==> config.mk <==
export PLATFORM = sky130hd
export DESIGN_NAME = gstd_cell
export DESIGN_NICKNAME = d
export VERILOG_FILES = /design/src/rtl/core/gstd_pkg.sv /design/src/rtl/core/gstd_cell.sv
export SDC_FILE = /design/constraint.sdc
export NUM_CORES = 1
export LEC_CHECK = 0
export ABC_CLOCK_PERIOD_IN_PS = 3700
export BUFFER_PORTS_ARGS = -buffer_cell sky130_fd_sc_hd__buf_2
export CAP_MARGIN = 20
export CORE_ASPECT_RATIO = 1.4
export CORE_MARGIN = 5
export CORE_UTILIZATION = 45
export CTS_CLUSTER_DIAMETER = 40
export DETAILED_ROUTE_END_ITERATION = 10
export PLACE_DENSITY = 0.73
export SLEW_MARGIN = 15
export SYNTH_ARGS = -nofsm -noshare
export SYNTH_HDL_FRONTEND = slang
export SYNTH_SLANG_ARGS = --single-unit
==> constraint.sdc <==
create_clock -name clock -period 3.7 [get_ports clock]
set_clock_uncertainty 0.1 [all_clocks]
set_input_delay 0.185 -clock clock [delete_from_list [all_inputs] [get_ports clock]]
set_output_delay 0.185 -clock clock [all_outputs]
set_load 0.01 [all_outputs]
==> src/rtl/core/gstd_pkg.sv <==
// Shared types, constants and the CORDIC angle table of the go-to-goal controller.
`default_nettype none

package gstd_pkg;

   // Datapath widths.
   localparam int XY_W       = 35;  // CORDIC x and y, room for the gain on a 32-bit offset
   localparam int Z_W        = 25;  // angle accumulator, 1/32768 degree
   localparam int SQ_W       = 64;  // squared length and square-root working words
   localparam int SQRT_STEPS = 32;  // one result bit of the root per cell
   localparam int POS_W      = 31;
   localparam int HEAD_W     = 16;
   localparam int DIST_W     = 21;

   // Angle constants.
   localparam logic [31:0]            NEAR_ZERO = 32'd655;        // 0.01 m in Q16
   localparam logic signed [Z_W-1:0]  QUARTER_Z = 25'sd2949120;   // 90 degrees, 1/32768 deg
   localparam logic signed [18:0]     HALF_TURN = 19'sd23040;     // 180 degrees, 1/128 deg
   localparam logic signed [18:0]     FULL_TURN = 19'sd46080;     // 360 degrees, 1/128 deg

   // Configuration register indexes.
   typedef enum logic [2:0] {
      CSR_GOAL_X        = 3'd0,
      CSR_GOAL_Y        = 3'd1,
      CSR_GOAL_HEADING  = 3'd2,
      CSR_ARRIVE_RADIUS = 3'd3,
      CSR_FINAL_TOL     = 3'd4,
      CSR_HEADING_TOL   = 3'd5,
      CSR_MAX_STEP      = 3'd6
   } csr_index_type;

   // Configuration register contents.
   typedef struct packed {
      logic signed [POS_W-1:0]  goal_x;
      logic signed [POS_W-1:0]  goal_y;
      logic signed [HEAD_W-1:0] goal_heading;
      logic [16:0]              arrive_radius;
      logic [14:0]              final_align_tolerance;
      logic [14:0]              heading_tolerance;
      logic [DIST_W-1:0]        max_step;
   } cfg_type;

   // Word handed from one cell to the next.
   typedef struct packed {
      logic                     vld;
      logic signed [XY_W-1:0]   x;
      logic signed [XY_W-1:0]   y;
      logic signed [Z_W-1:0]    z;
      logic [SQ_W-1:0]          rem;
      logic [SQ_W-1:0]          root;
      logic                     near;
      logic signed [HEAD_W-1:0] rh;
   } cell_data_type;

   // One command beat.
   typedef struct packed {
      logic                     at_goal;
      logic signed [HEAD_W-1:0] turn_angle;
      logic [DIST_W-1:0]        move_distance;
   } result_type;

   // Arctangent of 2^-i in 1/32768 degree, rounded; zero past the end of the table.
   function automatic logic signed [Z_W-1:0] ang_entry(input int idx);
      logic signed [Z_W-1:0] a;
      case (idx)
         0:       a = 25'sd1474560;
         1:       a = 25'sd870484;
         2:       a = 25'sd459940;
         3:       a = 25'sd233473;
         4:       a = 25'sd117189;
         5:       a = 25'sd58652;
         6:       a = 25'sd29333;
         7:       a = 25'sd14667;
         8:       a = 25'sd7334;
         9:       a = 25'sd3667;
         10:      a = 25'sd1833;
         11:      a = 25'sd917;
         12:      a = 25'sd458;
         13:      a = 25'sd229;
         14:      a = 25'sd115;
         15:      a = 25'sd57;
         16:      a = 25'sd29;
         17:      a = 25'sd14;
         18:      a = 25'sd7;
         19:      a = 25'sd4;
         20:      a = 25'sd2;
         21:      a = 25'sd1;
         default: a = 25'sd0;
      endcase
      return a;
   endfunction

endpackage

`default_nettype wire

==> src/rtl/core/gstd_cell.sv <==
// One cell of the chain: a CORDIC vectoring step and one digit of the integer square root.
`default_nettype none

module gstd_cell #(
   parameter int IDX           = 0,
   parameter int CORDIC_STAGES = 16
) (
   input  wire logic                    clock,
   input  wire logic                    reset,
   input  wire logic                    adv,
   input  wire gstd_pkg::cell_data_type cell_i,
   output gstd_pkg::cell_data_type      cell_o
);

   localparam logic signed [gstd_pkg::Z_W-1:0] ANG   = gstd_pkg::ang_entry(IDX);
   localparam logic [gstd_pkg::SQ_W-1:0]       BIT_V = 64'd1 << (62 - 2 * IDX);

   gstd_pkg::cell_data_type            data_ff, data_in;
   logic signed [gstd_pkg::XY_W-1:0]   xs, ys;
   logic [gstd_pkg::SQ_W-1:0]          trial;

   // Next cell word.
   always_comb begin
      data_in = cell_i;
      xs      = cell_i.x >>> IDX;
      ys      = cell_i.y >>> IDX;
      // Rotate toward the x axis; cells past the stage count only pass the angle on.
      if (IDX < CORDIC_STAGES) begin
         if (cell_i.y > 0) begin
            data_in.x = cell_i.x + ys;
            data_in.y = cell_i.y - xs;
            data_in.z = cell_i.z + ANG;
         end else begin
            data_in.x = cell_i.x - ys;
            data_in.y = cell_i.y + xs;
            data_in.z = cell_i.z - ANG;
         end
      end
      // Restoring square-root digit.
      trial = cell_i.root + BIT_V;
      if (cell_i.rem >= trial) begin
         data_in.rem  = cell_i.rem - trial;
         data_in.root = (cell_i.root >> 1) + BIT_V;
      end else begin
         data_in.root = cell_i.root >> 1;
      end
   end

   // Valid bit and payload.
   always_ff @(posedge clock) begin
      if (reset) begin
         data_ff.vld <= 1'b0;
      end else if (adv) begin
         data_ff.vld <= data_in.vld;
      end
      if (adv) begin
         data_ff.x    <= data_in.x;
         data_ff.y    <= data_in.y;
         data_ff.z    <= data_in.z;
         data_ff.rem  <= data_in.rem;
         data_ff.root <= data_in.root;
         data_ff.near <= data_in.near;
         data_ff.rh   <= data_in.rh;
      end
   end

   assign cell_o = data_ff;

endmodule

`default_nettype wire

Yosys cells after proc, flatten, opt, wreduce, memory -nomap -nowiden
Cells that the tools add are included.

word-level totals
  register bits = 241
  output and inout bits = 241
  word-level logic and storage cells = 22

operators by class
  add/sub/neg operators = 8
  magnitude comparators = 2
  multiplexer cells = 3

operators with widths
  operator                number
  $mux 95                 1
  $sub 35x35->35          2
  $add 63x63->64 const B  1
  $add 64x63->64 const B  1
  $ge 64x64->1            1
  $mux 64                 1
  $sub 64x64->64          1
  $mux 63                 1
  $add 35x35->35          1
  $gt 35x1->1 const B     1
  $add 25x22->25 const B  1
  $sub 25x22->25 const B  1

Depth between registers and ports, before layout
Gate-level depths: netlist of run 1.

  depth after elaboration = 3
  mapped depth = 18
  gate-level depth less buffers = 16

Worst setup path before layout of run 1
No wires, ideal clock.

  path type = input to register
  start = in cell_i[177] (netlist name)
  end = reg data_ff (netlist bit cell_o[169]), data pin
  library setup time = 0.259 ns
  arrival = 3.227 ns
  path slack = 0.113 ns
  stages = 18
  path buffers = 2
  cells stage by stage = nor4_1 and4_1 nand4_1 nor4_1 or2_2 clkbuf_1 buf_1 ha_1 a21o_1 a21oi_1 o21bai_1 a21oi_1 nor2b_1 o21a_1 o21ai_0 nand2b_1 a21oi_1 xnor2_1

RTL lines
  item             line             RTL
  start, declared  gstd_cell.sv:11  input wire gstd_pkg::cell_data_type cell_i,
  end, declared    gstd_cell.sv:18  gstd_pkg::cell_data_type data_ff, data_in;

==> Flow_metrics.wiki, run 1 <==
{| class="wikitable"
! Metric !! Value
|-
| Data arrival time at the worst-slack endpoint || 3780 ps
|-
| Syn Area/Cell || 9.17 um2
|-
| Initial Utilization || between 40% and 50%
|-
| Worst hold margin || 9.45 ps
|-
| Pre-antenna DRT Iters || 6
|-
| Psw || 3410 uW
|-
| Leading cell types by total area after synthesis || sky130_fd_sc_hd__edfxtp_1 39%, sky130_fd_sc_hd__ha_1 12%, sky130_fd_sc_hd__a21oi_1 5.9%
|-
| Final count of pins violating max slew || 0
|-
| Post-detailed-placement cell area || 0.0220 mm2
|-
| GR Overflow Total || 0
|-
| Worst slew slack as a fraction of its limit || 53.6%
|-
| Gr usage total || 29.6%
|-
| Die footprint || 0.0446 mm2
|-
| Run status || complete, no violations
|-
| MaxCap Viol Count || 0
|-
| Overall via count from detail_route || 18.4k
|-
| Worst hold path class || input pin to flop
|-
| Critical Setup Path Class || input pin to flop
|-
| Total clock sinks || 240
|-
| Most common flop cell mapped by yosys || sky130_fd_sc_hd__edfxtp_1
|-
| Die height || 248 um
|-
| Post-place setup slack || -503 ps
|-
| Clk root buf || sky130_fd_sc_hd__clkbuf_16
|-
| Number of nets at the end of the flow || roughly 3.1k
|-
| Buffers on Ports || 484
|-
| Cell family contributing the most delay on the critical path || compound AO/OA/AOI/OAI gates
|-
| TritonCTS clock tree || built
|-
| Antenna violations before repair || 7
|-
| Design internal power || 6780 uW
|-
| R2r setup slk || 2460 ps
|-
| FFs w/ async S/R, synth || 0%
|-
| Met1 track utilization from global routing || a little under a third
|-
| Cell taking the most area after synthesis || sky130_fd_sc_hd__edfxtp_1
|-
| Number of nets with antenna violations after detailed routing || 0
|-
| Sequential share of power || a little over a third
|-
| Clock slew at the register clock pins of the worst setup and hold paths || about 60 ps
|-
| Net count of the mapped netlist || approximately 2.4k
|-
| Vias in the first global route || 18.8k
|-
| Final Setup Violations || 0
|-
| GR Layer Usage met2 || 56.3%
|-
| Critical-path top delay cell || sky130_fd_sc_hd__dlygate4sd3_1
|-
| Critical path required time || 3850 ps
|-
| Relative contribution of the clock network to total power || 32.7%
|-
| Share of the clock period used by the worst path || between 90% and 100%
|-
| Slew at the pin closest to its max-slew limit || just under 700 ps
|-
| Final WS setup || 68.1 ps
|-
| Sequential element share of the synthesized area || between 30 and 40%
|-
| Average via count per standard cell || 5.63
|-
| Kind of capture point of the worst setup path || flop
|-
| Postcts setup bufs || 0
|-
| Final count of hold timing violations || 0
|-
| Unique masters post-synth || 76
|-
| Area of all placed cells without fillers || ~0.025 mm2
|-
| Share of power burned in combinational logic || 32.2%
|-
| Top Ports || 485
|-
| Max reg flops || 240
|-
| Gp weighted congestion || 0.973
|-
| Type of origin of the critical path || input pin
|-
| 1st-iter DRT viols || between 1.5k and 2k
|-
| Number of core rows || 87
|-
| Cell leakage power || 0.0114 uW
|-
| Met3 Usage GRT || 4.60%
|-
| Global-route wire length before repair || 105 mm
|-
| Wire per inst || 21.2 um
|-
| Power density relative to cell area || 410 mW/mm2
|-
| Source-to-sink clock delay at the later pin of the worst-skew pair || 520 ps
|-
| Layout cells sized above 1 || ~26%
|-
| Synth-to-Final Area Change || 36.7%
|-
| Number of warnings printed during yosys synthesis || 0
|-
| Final worst path period need || between 3000 and 4000 ps
|-
| Worst-path cell chain || dlygate4sd3_1 -> buf_2 -> ha_1 -> a21oi_1 -> o21ai_2 -> a221oi_2 -> buf_4 -> o22ai_1 -> o211ai_1 -> a2111oi_2 -> buf_4 -> o21ai_2 -> nand2_1 -> a2111oi_1 -> nor3b_1
|-
| Width of the die || 180 um
|-
| Post-route core utilization || 61.9%
|-
| Synthesized instance count || just under 2k
|-
| Number of buffers added by the clock tree synthesis step || 35
|-
| Largest net degree at the start of global routing || 86
|-
| Cell area after synthesis || 0.0182 mm2
|-
| Maximum level of the CTS H-tree || 2
|-
| Fraction of synthesized cell area taken by the top area cell type || roughly two fifths
|-
| Fmax achieved || 275 MHz
|-
| Maximum fanout count along the critical path || 8
|-
| Post-synth EDFFs || around 240
|-
| Net switching share of the total power || approximately 33%
|-
| HPWL after detailed placement || 52.7 mm
|-
| Critical Path Max Stage Delay || 560 ps
|-
| Final routed wirelength across all metal layers || 69.3 mm
|-
| Core footprint || ~0.040 mm2
|-
| Busiest metal layer after global routing || met2
|-
| Number of remaining DRC errors || 0
|-
| WP buf/inv || 4
|-
| Synthesis-stage register bit count || between 200 and 250
|-
| Bufs on Longest Clock Path || 3
|-
| Max VDD drop || 0.338 mV
|}
==> stage by stage <==
step	std cells	total power [uW]	setup TNS, ps
finish	3275	10200	0
global route	3275	10600	-25.7
CTS	3272	10100	0
detailed placement	3053	6660	-2990
global placement	3053	6630	-2390
floorplan	1983	5330	0
==> cell type report <==
type	count	area, um2
flip-flops and latches	240	7200
diodes	3	7.51
fillers	3307	15300
inverters	190	713
repair buffers	775	5070
well taps	534	668
clock buffers	43	948
multi-input cells	1470	10000
clock inverters	20	223
==> cell usage after synthesis, types with 12 or more instances <==
cell                       instances
sky130_fd_sc_hd__edfxtp_1        239
sky130_fd_sc_hd__a21oi_1         213
sky130_fd_sc_hd__inv_1           181
sky130_fd_sc_hd__nand2_1         179
sky130_fd_sc_hd__ha_1            174
sky130_fd_sc_hd__nor2_1          122
sky130_fd_sc_hd__o21ai_0          89
sky130_fd_sc_hd__xnor2_1          86
sky130_fd_sc_hd__o21ai_1          67
sky130_fd_sc_hd__a21o_1           58
sky130_fd_sc_hd__clkbuf_1         57
sky130_fd_sc_hd__o21bai_1         42
sky130_fd_sc_hd__xor2_1           38
sky130_fd_sc_hd__nor3_1           35
sky130_fd_sc_hd__nand2b_1         31
sky130_fd_sc_hd__nand4_1          25
sky130_fd_sc_hd__nand3_1          23
sky130_fd_sc_hd__o21a_1           23
sky130_fd_sc_hd__a211oi_1         22
sky130_fd_sc_hd__o31ai_1          19
sky130_fd_sc_hd__mux2i_1          17
sky130_fd_sc_hd__a31oi_1          16
sky130_fd_sc_hd__nor2b_1          16
sky130_fd_sc_hd__nor4_1           16
sky130_fd_sc_hd__o211ai_1         14
sky130_fd_sc_hd__buf_2            13
sky130_fd_sc_hd__buf_1            12
==> repair_timing <==
item                       CTS  global route
resized for setup            0            16
setup endpoints to repair    0            12
hold endpoints to repair   156             0
hold buffers               156             0
==> layer usage <==
| metal | share of wire, % | routed length, um |
|---|---|---|
| met5 | 0.062 | 43 |
| met4 | 5.8 | 4010 |
| met3 | 6.5 | 4490 |
| met2 | 52 | 36300 |
| met1 | 35 | 24500 |
==> final timing paths <==
kind,start,depth (start not counted),end
worst max-delay path,cell_i[93],15,cell_o[140]
worst min-delay path,cell_i[117],3,cell_o[117]
worst min register to register,cell_o[240],3,cell_o[240]
worst max register to register,cell_o[240],3,cell_o[240]
==> power by group through the flow <==
stage	logic [uW]	registers, uW	clock network [uW]
finish	3280	3570	3340
global route	3540	3590	3510
CTS	3210	3560	3360
detailed placement	3060	3610	0
global placement	3030	3600	0
floorplan	1550	3790	0
==> worst register-to-register path, stage by stage (launching register included) <==
cell and delay [ps]:
sky130_fd_sc_hd__dfxtp_1 310, sky130_fd_sc_hd__mux2i_1 120, sky130_fd_sc_hd__nor2_1 50, sky130_fd_sc_hd__dlygate4sd3_1 550
==> cell usage in the layout, fill, tap and decap left out, drive strengths merged, types with 12 or more instances in the layout <==
cell         instances
a2111oi             12
a211oi              22
a21o                58
a21oi              213
a31oi               16
buf                619
clkbuf              43
dlygate4sd3        156
edfxtp             239
ha                 174
inv                200
mux2i               17
nand2              179
nand2b              31
nand3               23
nand4               25
nor2               122
nor2b               16
nor3                35
nor4                16
o211ai              15
o21a                23
o21ai              156
o21bai              42
o31ai               19
xnor2               86
xor2                38
==> logic make-up after synthesis <==
| family | count (synthesis) | share of synthesized area, % |
|---|---|---|
| compound gates | 648 | 22.3 |
| simple gates | 499 | 12.8 |
| buf+inv | 273 | 5.75 |
| flops | 240 | 39.6 |
| fa+ha+maj | 179 | 12.5 |
| xor+xnor | 124 | 5.97 |
| mux | 20 | 1.12 |
Power figures use the tool's default switching activity.
==> run 2, diff against run 1 <==
Settings changed: CORE_UTILIZATION 45 to 49, PLACE_DENSITY 0.73 to 0.78.
==> run 2 against run 1 <==
  * Flip-flop and latch count unchanged
  * Combinational power barely moved
  * Global-route usage grew 3.1 points
  * Die area down 7.8%
  * Largest cell class unchanged
  * Largest power group unchanged
==> Flow_metrics.wiki, run 2 (same netlist as run 1, synthesis figures left out) <==
{| class="wikitable"
! Metric !! Value
|-
| Top routing layer in use || met5
|-
| Slew at the pin closest to its max-slew limit || 865 ps (+176 ps)
|-
| Layout cells sized above 1 || 25.6% (-0.34 points)
|-
| Wire per inst || 22.1 um (+4.3%)
|-
| Total clock sinks || 240 (unchanged)
|-
| Final Setup Violations || 0 (unchanged)
|-
| Final worst path period need || 3590 ps (-38.9 ps)
|-
| Max reg flops || 240 (unchanged)
|-
| HPWL after detailed placement || 54.2 mm (+2.9%)
|-
| Bufs on Longest Clock Path || 3 (unchanged)
|-
| Pre-antenna DRT Iters || 6 (unchanged)
|-
| Final count of hold timing violations || 0 (unchanged)
|-
| Dpl cells || 2973 (-2.6%)
|-
| Global-route wire length before repair || 107 mm (+2.1%)
|-
| Initial Utilization || 49.6% (+4.3 points)
|-
| Routed metal-1 wire length || 24.4 mm (-0.19%)
|-
| Total length of routed met2 wires || 36.1 mm (-0.58%)
|-
| Number of cells in the finished layout apart from fillers || 3201 (-2.3%)
|-
| Type of origin of the critical path || input pin
|-
| Maximum fanout count along the critical path || 5 (-3)
|-
| Critical path required time || 3880 ps (+30 ps)
|-
| Number of nets with antenna violations after detailed routing || 0 (unchanged)
|-
| Clock slew at the register clock pins of the worst setup and hold paths || 60 ps (about the same)
|-
| Top Ports || 485 (unchanged)
|-
| Antenna violations before repair || 9 (+2)
|-
| Fmax achieved || 278 MHz (+1.1%)
|-
| Cell leakage power || 0.0113 uW (-0.48%)
|-
| 1st-iter DRT viols || 1499 (-8.3%)
|-
| Critical Setup Path Class || input pin to flop
|-
| Die footprint || 0.0411 mm2 (-7.8%)
|-
| Kind of capture point of the worst setup path || flop
|-
| Source-to-sink clock delay at the later pin of the worst-skew pair || 530 ps (about the same)
|-
| Synth-to-Final Area Change || 35.8%
|-
| Average via count per standard cell || 5.81 (+3.2%)
|-
| Maximum level of the CTS H-tree || 2 (unchanged)
|-
| Amount of wire on met3 after detailed routing || 5.93 mm (+32%)
|-
| Gp weighted congestion || 0.973 (about the same)
|-
| RSZ-0062 raised after global routing || yes
|-
| Share of the clock period used by the worst path || 97.1% (-1.1 points)
|-
| Number of buffers added by the clock tree synthesis step || 34 (-2.9%)
|-
| Data arrival time at the worst-slack endpoint || 3770 ps (about the same)
|-
| MaxCap Viol Count || 0 (unchanged)
|-
| Vias in the first global route || 19.1k (+1.6%)
|-
| Postcts setup bufs || 0 (unchanged)
|-
| Power density relative to cell area || 411 mW/mm2 (+0.31%)
|-
| Number of core rows || 83 (-4.6%)
|-
| GR Overflow Total || 0 (unchanged)
|-
| Die height || 238 um (-4.0%)
|-
| Overall via count from detail_route || 18.6k (+0.90%)
|-
| Leading cell type in the layout, fill and taps excluded || sky130_fd_sc_hd__buf_2
|-
| Number of nets at the end of the flow || 3125 (-0.32%)
|-
| TNS Setup || 0 ps (unchanged)
|-
| Number of remaining DRC errors || 0 (unchanged)
|-
| Worst slew slack as a fraction of its limit || 40.8% (-13 points)
|-
| Buffers on Ports || 484 (unchanged)
|-
| Layout filler cell count || 2874 (-13%)
|-
| Core footprint || 0.0367 mm2 (-8.7%)
|-
| Width of the die || 173 um (-3.9%)
|-
| Run status || complete, no violations
|-
| Max VDD drop || 0.483 mV (+43%)
|-
| Gr usage total || 32.6% (+3.1 points)
|-
| Most used cells in the layout excluding fill and tap cells || 483 x sky130_fd_sc_hd__buf_2, 239 x sky130_fd_sc_hd__edfxtp_1, 212 x sky130_fd_sc_hd__a21oi_1, 181 x sky130_fd_sc_hd__inv_1, 179 x sky130_fd_sc_hd__nand2_1
|-
| Clk root buf || sky130_fd_sc_hd__clkbuf_16
|-
| Largest net degree at the start of global routing || 95 (+10%)
|-
| Final count of pins violating max slew || 0 (unchanged)
|-
| Worst hold path class || input pin to flop
|-
| Final routed wirelength across all metal layers || 70.6 mm (+2.0%)
|-
| TritonCTS clock tree || built
|}
[run 2: cell types whose count changed in the layout (fill, tap and decap cells not counted), moves of 2 or more]
cell                            before  now
sky130_fd_sc_hd__buf_4             130  118
sky130_fd_sc_hd__clkinv_8            3    7
sky130_fd_sc_hd__dlygate4sd3_1     156  160
sky130_fd_sc_hd__inv_8               6    2
sky130_fd_sc_hd__clkbuf_16          37   34
sky130_fd_sc_hd__diode_2             3    6
sky130_fd_sc_hd__a2111oi_0           9    7
sky130_fd_sc_hd__a2111oi_1           1    3
sky130_fd_sc_hd__clkbuf_1            6    4
sky130_fd_sc_hd__clkinv_4            1    3
sky130_fd_sc_hd__o21ai_1            65   67
[run 2: where the power goes]
part / internal (uW) / total, uW / switching (uW)
Sequential: 3450 / 3570 / 118
Clock: 1870 / 3280 / 1410
Combinational: 1350 / 3300 / 1950
Total: 6670 / 10200 / 3480
[run 2: worst paths after layout]
check               from  slack (ps)  depth (start not counted)           to
min reg2reg  cell_o[240]        1020                          3  cell_o[240]
max reg2reg  cell_o[240]        2390                          3  cell_o[240]
max           cell_i[25]         110                         15  cell_o[144]
min          cell_i[141]          20                          4  cell_o[141]
[run 2: cell type report]
| type | instances | area, um2 | share of cell area [%] |
|---|---|---|---|
| clock buffer | 39 | 880 | 3.56 |
| multi-input combinational | 1470 | 10000 | 40.6 |
| clock inverter | 23 | 287 | 1.16 |
| inverter | 190 | 713 | 2.89 |
| sequential | 240 | 7200 | 29.2 |
| antenna | 6 | 15.0 | 0.0608 |
| timing repair buffer | 766 | 5000 | 20.3 |
| tap | 467 | 584 | 2.37 |
[run 2: worst max-delay path: stages]
cell	delay [ps]
sky130_fd_sc_hd__dlygate4sd3_1	550
sky130_fd_sc_hd__buf_2	150
sky130_fd_sc_hd__inv_1	50
sky130_fd_sc_hd__ha_1	400
sky130_fd_sc_hd__and3_1	240
sky130_fd_sc_hd__o2111a_1	230
sky130_fd_sc_hd__o31ai_2	100
sky130_fd_sc_hd__a211oi_2	320
sky130_fd_sc_hd__o211ai_1	230
sky130_fd_sc_hd__a2111oi_1	430
sky130_fd_sc_hd__buf_4	180
sky130_fd_sc_hd__o21ai_1	80
sky130_fd_sc_hd__a2111oi_2	360
sky130_fd_sc_hd__o21a_1	190
sky130_fd_sc_hd__o31ai_1	70
[run 2: stage by stage]
| stage | instance area, um2 | setup slack (ps) | hold slack (ps) | power (uW) | util, % |
|---|---|---|---|---|---|
| finish | 24700 | 107 | 24.8 | 10200 | 67.3 |
| global route | 24700 | -27.2 | 14.2 | 10600 | 67.3 |
| CTS | 24600 | 12.9 | 3.61 | 10100 | 67.1 |
| detailed placement | 21800 | -116 | 261 | 6670 | 59.6 |
| global placement | 21800 | -83.0 | 243 | 6640 | 59.6 |
| floorplan | 18200 | 113 | 157 | 5330 | - |
[run 2: metal layers]
metal / global-route usage (%) / vias to the layer above
met2: 59.8 / 1028
met1: 35.2 / 8677
met5: 0 / -
li1: - / 8627
met3: 7.46 / 256
met4: 16.4 / 6
[run 2: what timing repair did]
action                     CTS  global route
resized for setup            0            18
setup endpoints to repair    0            15
hold endpoints to repair   159             1
hold buffers               159             1
==> run 3, diff against run 2 <==
Settings changed: PLACE_DENSITY 0.78 to unset, PLACE_DENSITY_LB_ADDON set to 0.3.
==> run 3 against run 2 <==
  * Global-route usage down 1.2 points
  * Largest power group unchanged
  * Die area is the same
  * Clock-buffer cell count shrank 4
  * Maximum frequency fell by 0.92%
  * Non-clock buffer count is 12 lower
  * First-iteration DRC count fell by 14%
  * Worst setup slack got worse by 33 ps
  * Critical endpoint unchanged
==> Flow_metrics.wiki, run 3 (same netlist as run 1, synthesis figures left out) <==
{| class="wikitable"
! Metric !! Value
|-
| Largest net degree at the start of global routing || 81 (-15%)
|-
| Type of origin of the critical path || input pin
|-
| Worst slew slack as a fraction of its limit || 42.6% (+1.7 points)
|-
| Final routed wirelength across all metal layers || 67.9 mm (-3.9%)
|-
| Bufs on Longest Clock Path || 3 (unchanged)
|-
| Number of nets at the end of the flow || 3109 (-0.51%)
|-
| Initial Utilization || 49.6% (unchanged)
|-
| Number of remaining DRC errors || 0 (unchanged)
|-
| Gp weighted congestion || 0.998 (+2.6%)
|-
| Worst hold path class || input pin to flop
|-
| Total Power || 9830 uW (-3.1%)
|-
| Source-to-sink clock delay at the later pin of the worst-skew pair || 550 ps (+20 ps)
|-
| Max reg flops || 240 (unchanged)
|-
| Global-route wire length before repair || 104 mm (-2.7%)
|-
| Met3 Usage GRT || 4.82% (-2.6 points)
|-
| Cell leakage power || 0.0112 uW (-1.0%)
|-
| 1st-iter DRT viols || 1294 (-14%)
|-
| MaxCap Viol Count || 0 (unchanged)
|-
| Buffers on Ports || 484 (unchanged)
|-
| Run status || complete, no violations
|-
| Design internal power || 6560 uW (-1.7%)
|-
| Maximum fanout count along the critical path || 8 (+3)
|-
| Clk root buf || sky130_fd_sc_hd__clkbuf_16
|-
| Endpoint of the worst hold-timing path || cell_o[161]
|-
| TritonCTS clock tree || built
|-
| Number of core rows || 83 (unchanged)
|-
| Synth-to-Final Area Change || 34.7%
|-
| Antenna violations before repair || 6 (-3)
|-
| Final count of hold timing violations || 0 (unchanged)
|-
| Power density relative to cell area || 402 mW/mm2 (-2.3%)
|-
| Layout filler cell count || 2879 (+0.17%)
|-
| Core footprint || 0.0367 mm2 (unchanged)
|-
| Clock slew at the register clock pins of the worst setup and hold paths || 60 ps (about the same)
|-
| Maximum level of the CTS H-tree || 1 (-1)
|-
| Reg2reg end || cell_o[240]
|-
| Total clock sinks || 240 (unchanged)
|-
| Beginning of the worst hold path || cell_i[161]
|-
| Fmax achieved || 276 MHz (-0.92%)
|-
| Critical path required time || 3950 ps (+70 ps)
|-
| Share of power burned in combinational logic || 32.9% (+0.4 points)
|-
| Worst reg2reg path startpoint || cell_o[240]
|-
| Leading cell type in the layout, fill and taps excluded || sky130_fd_sc_hd__buf_2
|-
| Gr usage total || 31.4% (-1.2 points)
|-
| Most used cells in the layout excluding fill and tap cells || 483 x sky130_fd_sc_hd__buf_2, 239 x sky130_fd_sc_hd__edfxtp_1, 212 x sky130_fd_sc_hd__a21oi_1, 181 x sky130_fd_sc_hd__inv_1, 179 x sky130_fd_sc_hd__nand2_1
|-
| Wire per inst || 21.4 um (-3.2%)
|-
| Met1 track utilization from global routing || 34.8% (-0.37 points)
|-
| Hold Crit Depth || 4 (unchanged)
|-
| Data arrival time at the worst-slack endpoint || 3880 ps (+110 ps)
|-
| Sequential share of power || 36.2% (+1.0 points)
|-
| GR Layer Usage met2 || 59.0% (-0.85 points)
|-
| Average via count per standard cell || 5.73 (-1.4%)
|-
| Final worst path period need || 3630 ps (+33.3 ps)
|-
| Top Ports || 485 (unchanged)
|-
| Die footprint || 0.0411 mm2 (unchanged)
|-
| R2r setup slk || 2430 ps (+40 ps)
|-
| Number of nets with antenna violations after detailed routing || 0 (unchanged)
|-
| Max VDD drop || 0.460 mV (-4.9%)
|-
| Relative contribution of the clock network to total power || 30.9% (-1.4 points)
|-
| Postcts setup bufs || 0 (unchanged)
|-
| HPWL after detailed placement || 52.2 mm (-3.7%)
|-
| RSZ-0062 raised after global routing || yes
|-
| Psw || 3270 uW (-5.9%)
|-
| Area of all placed cells without fillers || 0.0245 mm2 (-0.83%)
|-
| Worst-case reg-to-reg path depth || 3 (unchanged)
|-
| Number of buffers added by the clock tree synthesis step || 30 (-12%)
|-
| Overall via count from detail_route || 18.2k (-2.0%)
|-
| Die height || 238 um (unchanged)
|-
| TNS Setup || 0 ps (unchanged)
|-
| Vias in the first global route || 18.8k (-1.3%)
|-
| Post-detailed-placement cell area || 0.0217 mm2 (-0.83%)
|-
| Kind of capture point of the worst setup path || flop
|-
| Net switching share of the total power || 33.3% (-0.98 points)
|-
| Critical Setup Path Class || input pin to flop
|-
| Final count of pins violating max slew || 0 (unchanged)
|-
| Layout cells sized above 1 || 24.4% (-1.2 points)
|-
| Share of the clock period used by the worst path || 98.0% (+0.90 points)
|-
| GR Overflow Total || 0 (unchanged)
|-
| Busiest metal layer after global routing || met2
|-
| Sequential cell area in the final layout || 0.00720 mm2 (unchanged)
|-
| Slew at the pin closest to its max-slew limit || 862 ps (-3.48 ps)
|-
| Width of the die || 173 um (unchanged)
|-
| Final Setup Violations || 0 (unchanged)
|-
| Total area of multi-input combinational cells || 0.0100 mm2 (-0.15%)
|-
| Pre-antenna DRT Iters || 6 (unchanged)
|}
==> run 3: changes by cell type in the layout (fill, tap and decap cells not counted), sizes merged <==
cell         previous run  this run
buf                   606       582
bufinv                  1         3
clkbuf                 39        35
clkinv                 14        10
clkinvlp                2         1
diode                   6         3
dlygate4sd3           160       172
inv                   196       197
==> run 3: cell type report <==
class                      count  share of cell area, %
tap                          467                   2.39
timing repair buffer         754                   20.2
clock buffer                  35                   3.23
multi-input combinational   1470                   40.8
sequential                   240                   29.4
inverter                     190                   2.91
antenna                        3                 0.0307
clock inverter                21                   1.03
==> run 3: per-stage QoR <==
stage	setup WS [ps]	hold slack, ps	util [%]	std cells
2_1_floorplan	113	157	-	1983
3_3_place_gp	-106	242	59.1	2949
3_5_place_dp	-160	250	59.1	2949
4_1_cts	10.6	17.2	66.6	3177
5_1_grt	-12.9	60.4	66.8	3179
6_report	73.7	51.6	66.8	3180
==> run 3: power groups by stage <==
stage / logic [uW] / clock network [uW] / registers [uW]
final: 3240 / 3030 / 3560
after global routing: 3490 / 3220 / 3580
after CTS: 3180 / 3090 / 3550
after detailed placement: 3010 / 0 / 3600
after global placement: 2980 / 0 / 3600
after floorplan: 1550 / 0 / 3790
==> run 3: timing repair <==
item	4_1_cts	5_1_grt
hold buffers	172	0
setup endpoints to repair	0	11
hold endpoints to repair	202	0
resized for setup	0	12
==> run 3: layer usage <==
layer	wire (um)	vias up	part of all wire [%]
met1	24200	8610	36
met3	4490	194	6.6
met2	35700	830	53
li1	-	8580	-
met4	3450	6	5.1
met5	35	-	0.052
==> run 3: worst max-delay path, cell delays in order <==
cell,delay (ps)
sky130_fd_sc_hd__dlygate4sd3_1,570
sky130_fd_sc_hd__buf_2,130
sky130_fd_sc_hd__inv_1,40
sky130_fd_sc_hd__ha_1,420
sky130_fd_sc_hd__a21oi_1,100
sky130_fd_sc_hd__o21ai_0,270
sky130_fd_sc_hd__a211oi_1,140
sky130_fd_sc_hd__buf_4,170
sky130_fd_sc_hd__o211ai_1,320
sky130_fd_sc_hd__a221oi_2,120
sky130_fd_sc_hd__a2111oi_1,390
sky130_fd_sc_hd__buf_4,170
sky130_fd_sc_hd__o21ai_1,100
sky130_fd_sc_hd__a2111oi_4,380
sky130_fd_sc_hd__nor3_1,90
sky130_fd_sc_hd__o31ai_1,260
==> run 3: how the worst max path moves through the flow <==
| stage | from | end | slack, ps | cells past startpoint |
|---|---|---|---|---|
| 2_1_floorplan | cell_i[177] | cell_o[169] | 110 | 18 |
| 3_3_place_gp | cell_i[182] | cell_o[169] | -110 | 18 |
| 3_5_place_dp | cell_i[182] | cell_o[169] | -160 | 18 |
| 4_1_cts | cell_i[96] | cell_o[138] | 10 | 14 |
| 5_1_grt | cell_i[18] | cell_o[140] | -10 | 15 |
| 6_report | cell_i[37] | cell_o[144] | 70 | 16 |
